==> config.mk <==
export PLATFORM = sky130hd
export DESIGN_NAME = simplex_pivot_selector
export DESIGN_NICKNAME = d
export VERILOG_FILES = /design/src/hw/rtl/spsel_pkg.sv /design/src/hw/rtl/simplex_pivot_selector.sv /design/src/hw/rtl/spsel_front.sv /design/src/hw/rtl/spsel_queue.sv /design/src/hw/rtl/spsel_back.sv
export SDC_FILE = /design/constraint.sdc
export NUM_CORES = 2
export LEC_CHECK = 0
export ABC_AREA = 1
export CAP_MARGIN = 10
export CORE_MARGIN = 5
export CORE_UTILIZATION = 65
export DETAILED_ROUTE_END_ITERATION = 6
export DONT_BUFFER_PORTS = 1
export PLACE_DENSITY = 0.77
export SLEW_MARGIN = 25
export SYNTH_ARGS = -nofsm -noshare
export SYNTH_HDL_FRONTEND = slang
export SYNTH_SLANG_ARGS = --single-unit
==> constraint.sdc <==
create_clock -name clk -period 11.4 [get_ports clk]
set_input_delay 2.28 -clock clk [delete_from_list [all_inputs] [get_ports clk]]
set_output_delay 2.28 -clock clk [all_outputs]
set_load 0.02 [all_outputs]
==> src/hw/rtl/spsel_pkg.sv <==
// Shared types, mode codes and constants for the simplex pivot selector.
// No dependencies; every other file imports this package.
package spsel_pkg;

    localparam int MAX_ELEMENTS_DEF = 1024;
    localparam int FRAC_BITS_DEF    = 16;

    localparam int KEY_W   = 48;
    localparam int POS_W   = 10;
    localparam int VAR_W   = 16;
    localparam int TOL_W   = 31;
    localparam int MODE_W  = 3;
    localparam int DVD_W   = 64;
    localparam int DVS_W   = 32;
    localparam int CIDX_W  = 2;

    localparam logic [MODE_W-1:0] MODE_RATIO  = 3'd0;
    localparam logic [MODE_W-1:0] MODE_BLAND  = 3'd1;
    localparam logic [MODE_W-1:0] MODE_DZ     = 3'd2;
    localparam logic [MODE_W-1:0] MODE_DZ_NEG = 3'd3;
    localparam logic [MODE_W-1:0] MODE_STEEP  = 3'd4;

    localparam logic [CIDX_W-1:0] REG_RULE_MODE = 2'd0;
    localparam logic [CIDX_W-1:0] REG_TOLERANCE = 2'd1;

    localparam logic [KEY_W-1:0] KEY_MAX = {KEY_W{1'b1}};

    typedef struct packed {
        logic signed [31:0] value;
        logic signed [31:0] denom;
        logic [31:0]        weight;
        logic [VAR_W-1:0]   var_id;
        logic               last;
    } item_t;

    typedef struct packed {
        logic [POS_W-1:0] position;
        logic [VAR_W-1:0] chosen_var;
        logic             found;
    } result_t;

    typedef struct packed {
        logic              qual;
        logic              divide;
        logic [MODE_W-1:0] mode;
        logic [DVD_W-1:0]  dividend;
        logic [DVS_W-1:0]  divisor;
        logic [KEY_W-1:0]  key;
        logic [VAR_W-1:0]  var_id;
        logic [POS_W-1:0]  pos;
        logic              last;
    } entry_t;

endpackage

==> src/hw/rtl/simplex_pivot_selector.sv <==
// Top level of the simplex pivot selector: configuration registers and the
// front end, queue and back end. Depends on spsel_pkg and the spsel_* modules.
//
//  channel  | handshake              | payload
//  ---------+------------------------+--------------------------------
//  input    | push / full            | item   (item_t)
//  result   | pop / empty            | result (result_t), one per last
//  config   | cfg_valid / cfg_ready  | cfg_index, cfg_data
//
// Qualifying ratio test and steepest edge elements with a nonzero divisor pass
// through the 64-step divider in the back end (one bit per cycle); all other
// elements bypass the divider and go straight to the update state.
// The two-entry queue lets the front accept while the back divides.
// Reset clears control state and sets rule_mode 0, tolerance 1.
// A waiting result stalls the back end only at the next last element.
module simplex_pivot_selector
    import spsel_pkg::*;
#(
    parameter int MAX_ELEMENTS = MAX_ELEMENTS_DEF,
    parameter int FRAC_BITS    = FRAC_BITS_DEF
)
(
    input  logic              clk,
    input  logic              rst_n,
    input  logic              push,
    output logic              full,
    input  item_t             item,
    output logic              empty,
    input  logic              pop,
    output result_t           result,
    input  logic              cfg_valid,
    output logic              cfg_ready,
    input  logic [CIDX_W-1:0] cfg_index,
    input  logic [TOL_W-1:0]  cfg_data
);

    logic [MODE_W-1:0] mode_reg;
    logic [TOL_W-1:0]  tol_reg;
    logic              accept;
    entry_t            f_entry;
    entry_t            q_data;
    logic              q_valid;
    logic              q_pop;

    assign cfg_ready = 1'b1;
    assign accept    = push && !full;

    always_ff @(posedge clk or negedge rst_n)
    begin
        if (!rst_n)
        begin
            mode_reg <= MODE_RATIO;
            tol_reg  <= TOL_W'(1);
        end
        else if (cfg_valid)
        begin
            case (cfg_index)
                REG_RULE_MODE: mode_reg <= cfg_data[MODE_W-1:0];
                REG_TOLERANCE: tol_reg  <= cfg_data;
                default:       ;
            endcase
        end
    end

    spsel_front #(
        .MAX_ELEMENTS(MAX_ELEMENTS),
        .FRAC_BITS   (FRAC_BITS)
    ) u_front (
        .clk      (clk),
        .rst_n    (rst_n),
        .accept   (accept),
        .item     (item),
        .mode     (mode_reg),
        .tolerance(tol_reg),
        .entry    (f_entry)
    );

    spsel_queue u_queue (
        .clk    (clk),
        .rst_n  (rst_n),
        .wr     (accept),
        .wr_data(f_entry),
        .full   (full),
        .rd     (q_pop),
        .valid  (q_valid),
        .rd_data(q_data)
    );

    spsel_back u_back (
        .clk      (clk),
        .rst_n    (rst_n),
        .q_valid  (q_valid),
        .q_data   (q_data),
        .q_pop    (q_pop),
        .tolerance(tol_reg),
        .empty    (empty),
        .pop      (pop),
        .result   (result)
    );

endmodule

==> src/hw/rtl/spsel_front.sv <==
// Front end: accepts elements, tracks position, qualifies them and forms keys
// or divide operands. Depends on spsel_pkg.
module spsel_front
    import spsel_pkg::*;
#(
    parameter int MAX_ELEMENTS = MAX_ELEMENTS_DEF,
    parameter int FRAC_BITS    = FRAC_BITS_DEF
)
(
    input  logic              clk,
    input  logic              rst_n,
    input  logic              accept,
    input  item_t             item,
    input  logic [MODE_W-1:0] mode,
    input  logic [TOL_W-1:0]  tolerance,
    output entry_t            entry
);

    localparam int CNT_W = (MAX_ELEMENTS > 2) ? $clog2(MAX_ELEMENTS) : 1;

    logic [CNT_W-1:0]  cnt_reg;
    logic [CNT_W-1:0]  cnt_next;
    logic [CNT_W:0]    cnt_inc;
    logic signed [31:0] tol_s;
    logic signed [31:0] neg_tol;
    logic               v_neg;
    logic [31:0]        mag;
    logic [63:0]        sq;

    assign tol_s   = $signed({1'b0, tolerance});
    assign neg_tol = -tol_s;
    assign v_neg   = item.value < neg_tol;
    assign mag     = 32'(~item.value + 32'sd1);
    assign sq      = 64'(mag) * 64'(mag);
    assign cnt_inc = {1'b0, cnt_reg} + 1'b1;

    always_comb
    begin
        cnt_next = cnt_reg;
        if (accept)
        begin
            if (item.last || (32'(cnt_inc) >= MAX_ELEMENTS))
                cnt_next = '0;
            else
                cnt_next = cnt_inc[CNT_W-1:0];
        end
    end

    always_ff @(posedge clk or negedge rst_n)
    begin
        if (!rst_n)
            cnt_reg <= '0;
        else
            cnt_reg <= cnt_next;
    end

    always_comb
    begin
        entry          = '0;
        entry.mode     = mode;
        entry.var_id   = item.var_id;
        entry.pos      = POS_W'(cnt_reg);
        entry.last     = item.last;
        case (mode)
            MODE_RATIO:
            begin
                entry.qual    = item.denom > tol_s;
                entry.divide  = 1'b1;
                entry.divisor = item.denom;
                if (item.value > 32'sd0)
                    entry.dividend = DVD_W'(item.value[30:0]) << FRAC_BITS;
            end
            MODE_BLAND:
                entry.qual = v_neg;
            MODE_DZ, MODE_DZ_NEG:
            begin
                entry.qual = 1'b1;
                entry.key  = KEY_W'({~item.value[31], item.value[30:0]});
            end
            MODE_STEEP:
            begin
                entry.qual     = v_neg;
                entry.divide   = 1'b1;
                entry.dividend = sq;
                entry.divisor  = (item.weight > 32'(tolerance)) ? item.weight
                                                                 : 32'(tolerance);
            end
            default:
                entry.qual = 1'b0;
        endcase
    end

endmodule

==> src/hw/rtl/spsel_queue.sv <==
// Two-entry queue that decouples the front end from the back end.
// Depends on spsel_pkg.
module spsel_queue
    import spsel_pkg::*;
(
    input  logic   clk,
    input  logic   rst_n,
    input  logic   wr,
    input  entry_t wr_data,
    output logic   full,
    input  logic   rd,
    output logic   valid,
    output entry_t rd_data
);

    entry_t     mem [2];
    logic       wp_reg;
    logic       rp_reg;
    logic [1:0] cnt_reg;

    assign full    = cnt_reg == 2'd2;
    assign valid   = cnt_reg != 2'd0;
    assign rd_data = mem[rp_reg];

    always_ff @(posedge clk)
    begin
        if (wr)
            mem[wp_reg] <= wr_data;
    end

    always_ff @(posedge clk or negedge rst_n)
    begin
        if (!rst_n)
        begin
            wp_reg  <= 1'b0;
            rp_reg  <= 1'b0;
            cnt_reg <= 2'd0;
        end
        else
        begin
            if (wr)
                wp_reg <= ~wp_reg;
            if (rd)
                rp_reg <= ~rp_reg;
            cnt_reg <= cnt_reg + 2'(wr) - 2'(rd);
        end
    end

endmodule

==> src/hw/rtl/spsel_back.sv <==
// Back end: bit-serial divider, best-candidate compare and result register.
// Depends on spsel_pkg.
module spsel_back
    import spsel_pkg::*;
(
    input  logic             clk,
    input  logic             rst_n,
    input  logic             q_valid,
    input  entry_t           q_data,
    output logic             q_pop,
    input  logic [TOL_W-1:0] tolerance,
    output logic             empty,
    input  logic             pop,
    output result_t          result
);

    localparam logic [1:0] S_IDLE = 2'd0;
    localparam logic [1:0] S_DIV  = 2'd1;
    localparam logic [1:0] S_UPD  = 2'd2;
    localparam int STEP_W = $clog2(DVD_W);

    logic [1:0]        state_reg, state_next;
    entry_t            ent_reg, ent_next;
    logic [KEY_W-1:0]  key_reg, key_next;
    logic [STEP_W-1:0] step_reg, step_next;
    logic [DVS_W-1:0]  rem_reg, rem_next;
    logic [DVD_W-1:0]  quo_reg, quo_next;
    logic [KEY_W-1:0]  bkey_reg, bkey_next;
    logic [VAR_W-1:0]  bvar_reg, bvar_next;
    logic [POS_W-1:0]  bpos_reg, bpos_next;
    logic              have_reg, have_next;
    result_t           out_reg, out_next;
    logic              outv_reg, outv_next;

    logic [DVS_W:0]    trial;
    logic              ge;
    logic              better;
    logic              found;
    logic [KEY_W-1:0]  nkey;
    logic [VAR_W-1:0]  nvar;
    logic [POS_W-1:0]  npos;
    logic              nhave;

    assign empty  = ~outv_reg;
    assign result = out_reg;
    assign trial  = {rem_reg, quo_reg[DVD_W-1]};
    assign ge     = trial >= {1'b0, ent_reg.divisor};

    always_comb
    begin
        case (ent_reg.mode)
            MODE_RATIO:
                better = !have_reg || key_reg < bkey_reg
                         || (key_reg == bkey_reg && ent_reg.var_id < bvar_reg);
            MODE_BLAND:
                better = !have_reg || ent_reg.var_id < bvar_reg;
            MODE_DZ, MODE_DZ_NEG:
                better = !have_reg || key_reg < bkey_reg;
            MODE_STEEP:
                better = !have_reg || key_reg > bkey_reg;
            default:
                better = 1'b0;
        endcase
        better = better && ent_reg.qual;
        nkey  = better ? key_reg : bkey_reg;
        nvar  = better ? ent_reg.var_id : bvar_reg;
        npos  = better ? ent_reg.pos : bpos_reg;
        nhave = better || have_reg;
        found = nhave;
        if (ent_reg.mode == MODE_DZ_NEG
            && !((49'(nkey) + 49'(tolerance)) < (49'd1 << 31)))
            found = 1'b0;
    end

    always_comb
    begin
        state_next = state_reg;
        ent_next   = ent_reg;
        key_next   = key_reg;
        step_next  = step_reg;
        rem_next   = rem_reg;
        quo_next   = quo_reg;
        bkey_next  = bkey_reg;
        bvar_next  = bvar_reg;
        bpos_next  = bpos_reg;
        have_next  = have_reg;
        out_next   = out_reg;
        outv_next  = outv_reg && !pop;
        q_pop      = 1'b0;
        case (state_reg)
            S_IDLE:
            begin
                if (q_valid)
                begin
                    q_pop     = 1'b1;
                    ent_next  = q_data;
                    rem_next  = '0;
                    quo_next  = q_data.dividend;
                    step_next = {STEP_W{1'b1}};
                    if (q_data.qual && q_data.divide && q_data.divisor != '0)
                        state_next = S_DIV;
                    else
                    begin
                        key_next   = q_data.divide ? KEY_MAX : q_data.key;
                        state_next = S_UPD;
                    end
                end
            end
            S_DIV:
            begin
                rem_next  = ge ? DVS_W'(trial - {1'b0, ent_reg.divisor}) : trial[DVS_W-1:0];
                quo_next  = {quo_reg[DVD_W-2:0], ge};
                step_next = step_reg - 1'b1;
                if (step_reg == '0)
                begin
                    key_next   = (|quo_next[DVD_W-1:KEY_W]) ? KEY_MAX
                                                              : quo_next[KEY_W-1:0];
                    state_next = S_UPD;
                end
            end
            S_UPD:
            begin
                if (!(ent_reg.last && outv_reg && !pop))
                begin
                    state_next = S_IDLE;
                    if (ent_reg.last)
                    begin
                        out_next.found      = found;
                        out_next.position   = found ? npos : '0;
                        out_next.chosen_var = found ? nvar : '0;
                        outv_next = 1'b1;
                        bkey_next = '0;
                        bvar_next = '0;
                        bpos_next = '0;
                        have_next = 1'b0;
                    end
                    else
                    begin
                        bkey_next = nkey;
                        bvar_next = nvar;
                        bpos_next = npos;
                        have_next = nhave;
                    end
                end
            end
            default:
                state_next = S_IDLE;
        endcase
    end

    always_ff @(posedge clk or negedge rst_n)
    begin
        if (!rst_n)
        begin
            state_reg <= S_IDLE;
            have_reg  <= 1'b0;
            outv_reg  <= 1'b0;
            bkey_reg  <= '0;
            bvar_reg  <= '0;
            bpos_reg  <= '0;
        end
        else
        begin
            state_reg <= state_next;
            have_reg  <= have_next;
            outv_reg  <= outv_next;
            bkey_reg  <= bkey_next;
            bvar_reg  <= bvar_next;
            bpos_reg  <= bpos_next;
        end
    end

    always_ff @(posedge clk)
    begin
        ent_reg  <= ent_next;
        key_reg  <= key_next;
        step_reg <= step_next;
        rem_reg  <= rem_next;
        quo_reg  <= quo_next;
        out_reg  <= out_next;
    end

endmodule

Yosys cells after proc, flatten, opt, wreduce, memory -nomap -nowiden
Memory sizes are Yosys's and may differ from the RTL's.
Index checks and enable logic that the tools add are counted.

operators by class
  equal/unequal tests = 17
  $lt $le $gt $ge = 10
  multiplexer cells = 41
  bitwise gates (word level) = 6
  reductions and logical operators = 40
  add/sub/neg operators = 8
  multiply operators = 1

operator list
  kind                   count
  $mux 48                7
  $pmux 96 s2            1
  $mux 32                4
  $pmux 64 s2            1
  $pmux 48 s2            1
  $mul 32x32->64         1
  $mux 64                1
  $pmux 32 s2            1
  $add 48x31->49         1
  $lt 49x32->1 const B   1
  $eq 48x48->1           1
  $gt 48x48->1           1
  $lt 48x48->1           1
  $mux 47                1
  $ge 33x32->1           1
  $add 32x2->32 const B  1
  $gt 32x1->1 const B    1
  $gt 32x31->1           1
  $gt 32x32->1           1
  $lt 32x32->1           1
  $mux 16                2
  $neg 31->32            1
  $not 32->32            1
  $reduce_bool 32->1     1
  35 further kinds       89

storage, ports and cells
  memories = 1
  output and inout port bits = 30
  word-level logic and storage cells = 149
  input port bits = 151
  bits in registers = 366
  memory bits (writable) = 320

memories
  memory       words  width  read ports  clocked after memory_dff  wr ports  RTL line           text
  u_queue.mem  2      160    1           0                         1         spsel_queue.sv:16  entry_t mem [2];

Longest topological paths before layout
  word-level depth = 11
  depth in mapped cells = 53
  gate-level depth less buffers = 50

Cells and area by module
From an unflattened synthesis, not the netlist that was laid out.

second synthesis, totals
  cell total of the unflattened synthesis = 8,190
  area total of the unflattened synthesis = 69,900.8 µm²

by module, submodules not included
  module                  instances  seq. area each (µm²)  cells an instance  area an instance (µm²)
  spsel_front             1          250.2                 4,957              36,687.7
  spsel_back              1          9,158.8               2,131              18,462.7
  spsel_queue             1          10,670.2              944                13,277.7
  simplex_pivot_selector  1          852.1                 158                1,472.7

Worst setup path before layout
OpenSTA, ideal clock, no wires.

  kind = input-to-reg
  from = input port item[81] in the netlist's numbering
  to = memory u_queue.mem[0][150] in the netlist's numbering (data pin)
  setup slack = -0.137 ns
  arrival time = 11.267 ns
  setup time = 0.270 ns
  stages on the path = 50
  path buffers = 3
  required time = 11.130 ns
  cells stage by stage = inv_1 > clkbuf_1 > buf_1 > ha_1 > nand2_1 > nor2_1 > inv_1 > nor2_1 > nand2_1 > nor2_1 > nor2_1 > nor2_1 > clkinv_1 > clkbuf_1 > nor2_1 > inv_1 > fa_1 > inv_1 > (+14 left out) > a21oi_1 > inv_1 > a31oi_1 > a21boi_0 > o21ai_0 > a21boi_1 > inv_1 > nand2_1 > nand2_1 > nand2_1 > nand2_1 > a21boi_1 > inv_1 > nand2_1 > nand2_1 > a21oi_1 > xor2_1 > nor2_1

RTL lines
  item             RTL line                      text
  start, declared  simplex_pivot_selector.sv:27  input item_t item,
  end, declared    spsel_queue.sv:16

==> results.md <==
- Share of the synthesized area in the top cell type: 25.88%
- Clock Path Buffers: 3
- Actual slew at the worst max-slew pin: 1.030 ns
- Layout cell share with drive strength beyond 1: 5.942%
- Post-DRT Antenna Nets: 0
- Post-synthesis sequential area ratio: 30.75%
- RR Endpoint: u_back.result[18]
- Hold Fails Final Rpt: 0
- Root buf cell: clkbuf_16
- HP Class: reg -> reg
- Final setup viols: 0
- Mapped Avg Cell Area: 9.166 µm²
- Post-CTS Setup Bufs: 0
- Maximum fanout along the worst path: 16
- Min-Delay Startpoint: u_queue.mem[0][13]
- Skew-Pair Late Insertion Delay: 0.64 ns
- Starting Density: 65.68%
- Yosys warning total: 0
- Hold path depth: 2
- CP arrival: 11.18 ns
- Routed wire length: 183.7 mm
- CTS buffer count: 60
- CTS tree: yes
- GRT overflow: 0
- Number of synthesized register bits: 684
- Detailed Routing Iterations Pass 1: 6
- Die ar.: 106000 µm²
- Mapped Area: 64740 µm²
- Status: finished, final reports clean
- Cell variety after synth: 69
- Largest net degree at the start of global routing: 130
- Final Net Count: 8555
- Synth async-reset ratio: 18.42%
- Die W: 325.6 µm
- Number of synthesized flops with an enable pin: 558
- Final cell count without fillers: 8441
- CP max stage cell: fa_1
- Vias in the first global route: 50.89k
- Met2 Usage GRT: 55.96%
- R2r startpoint: u_back.key_reg[41]
- Worst slew margin: 31.20%
- Placer congestion estimate: 1.001
- Max reg flops: 318
- Unrepaired setup endpoints after global routing: true
- Tcrit/Tclk final: 94.96%
- Fin worst setup slack: 0.5741 ns
- Busiest grt layer: met2
- # DRC: 0
- GR Util met3: 7.498%
- Hpwl dp: 145.6 mm
- Post-layout min period: 10.83 ns
- Top_reg_cell synth: edfxtp_1
- Clock-pin slew on the worst setup and hold paths: 0.07 ns
- CP Capture Type: flop
- Clock Skew: 0.02307 ns
- Ports: 181
- Slowest stage delay, CP: 0.54 ns
- P&R area growth vs syn: 6.882%
- Syn Inst Count: 7063
- Via Count: 49.74k
- Clk sinks: 684
- Port bufs: 0
- H-tree levels: 2
- Initial antenna violation count: 9
- Post-synth top area cell: edfxtp_1
- CORE AREA: 98560 µm²
- WL/cell: 21.76 µm
- Hold Crit Endpoint: u_back.ent_reg[13]
- First-pass GRT wire length: 287.2 mm
- Pins Over Slew Limit: 0
- FMAX: 0.09237 GHz
- Global Route Usage Sum: 34.75%
- Placement Setup Slack: -0.1553 ns
- Detailed router's first-iteration violation count: 4614
- Post_cts resized: 0
- Global-route track usage on met1: 46.51%
- Placement Rows: 115
- Via/cell ratio: 5.893
- Cell total after placement: 8325
- Most common cell in the netlist: inv_1
- WP data required: 11.76 ns
- Startpoint types: primary input
- Vert. Die Dim: 325.6 µm
- Setup slack, reg-to-reg: 4.03 ns
- CTS hold repair buffers: 0
- Number of max-cap violations: 0
- Top cells by area, synth: edfxtp_1 (26%), fa_1 (25%), ha_1 (9.4%)
- R2R depth: 35
- Final-layout fill cell count: 7547
- Commonest cells post-synth: inv_1 (1484), nand2_1 (1068), fa_1 (815), nor2_1 (785), edfxtp_1 (558)
- Crit Path Category: in -> reg
-- cells by family after synthesis --
| family | Yosys count | share of synthesized area, % |
|---|---|---|
| simple gates | 2292 | 14.88 |
| fa+ha+maj | 1303 | 34.63 |
| flops | 684 | 30.75 |
| buf+inv | 1730 | 10.15 |
| mux | 4 | 0.06185 |
| xor+xnor | 106 | 1.463 |
| other cells | 2 | 0.01160 |
| compound gates | 942 | 8.055 |
-- worst max path at each step --
stage              from  slack [ns]  cells past startpoint                  end
2_1_floorplan  item[81]        0.08                     49  u_queue.mem[0][150]
3_3_place_gp   item[81]       0.008                     51  u_queue.mem[0][148]
3_5_place_dp   item[81]       -0.16                     48  u_queue.mem[1][149]
4_1_cts        item[81]        0.50                     48  u_queue.mem[1][149]
5_1_grt        item[81]       -0.03                     45  u_queue.mem[0][150]
6_report       item[81]        0.57                     47  u_queue.mem[0][137]
-- area by class of cell --
type	count	area, µm²	area share (%)
Antenna cell	1	2.502	0.003616
Clock buffer	71	1585	2.291
Clock inverter	43	481.7	0.6962
Inverter	1508	5667	8.189
Multi-Input combinational cell	4650	38390	55.48
Sequential cell	684	19910	28.78
Tap cell	1287	1610	2.327
Timing Repair Buffer	197	1549	2.239
-- layer usage --
metal  vias to the layer above  wire [µm]
li1                      22440          -
met1                     24170      70280
met2                      2558      84870
met3                       570      18750
met4                         8       9720
met5                         -         48
-- stage by stage --
step	utilization (%)	hold WS [ns]	area, µm²	TNS [ns]
final	70.21	0.5109	69200	0
after floorplan	-	0.4641	64750	0
after CTS	70.12	0.5132	69110	0
after detailed placement	68.02	0.4979	67040	-1.773
after global routing	70.21	0.5308	69200	-0.1381
after global placement	68.02	0.4855	67040	0
-- cell usage in the layout (no fill, tap or decap), types with 8 or more instances in the layout --
cell       instances
a211oi_1           8
a21boi_0           8
a21o_1            17
a21oi_1          335
a31oi_1           33
buf_4            192
bufinv_16          9
clkbuf_1           9
clkbuf_16         62
clkinv_1          26
clkinv_2          10
dfrtp_1          124
edfxtp_1         558
fa_1             815
ha_1             488
inv_1           1479
inv_2             11
nand2_1         1063
nand2_2           25
nand3_1          195
nand4_1           65
nor2_1           773
nor2_2            20
nor2_4            27
nor3_1            44
nor4_1            25
o2111ai_1         32
o21a_1            15
o21ai_0          362
o21ai_1           21
o22ai_1           65
o31ai_1            8
or2_2             11
xnor2_1           32
xor2_1            73
-- critical path, delay by kind of cell --
family	cells	cell delay, ns
buffers and inverters	15	1.50
and+or+nand+nor	22	2.96
adders and majority gates	9	4.33
AOI/OAI and AO/OA	1	0.11
Power is left out: the tool's default activity adds up to more than one toggle a clock period on the data nets, which glitch-free logic cannot reach.
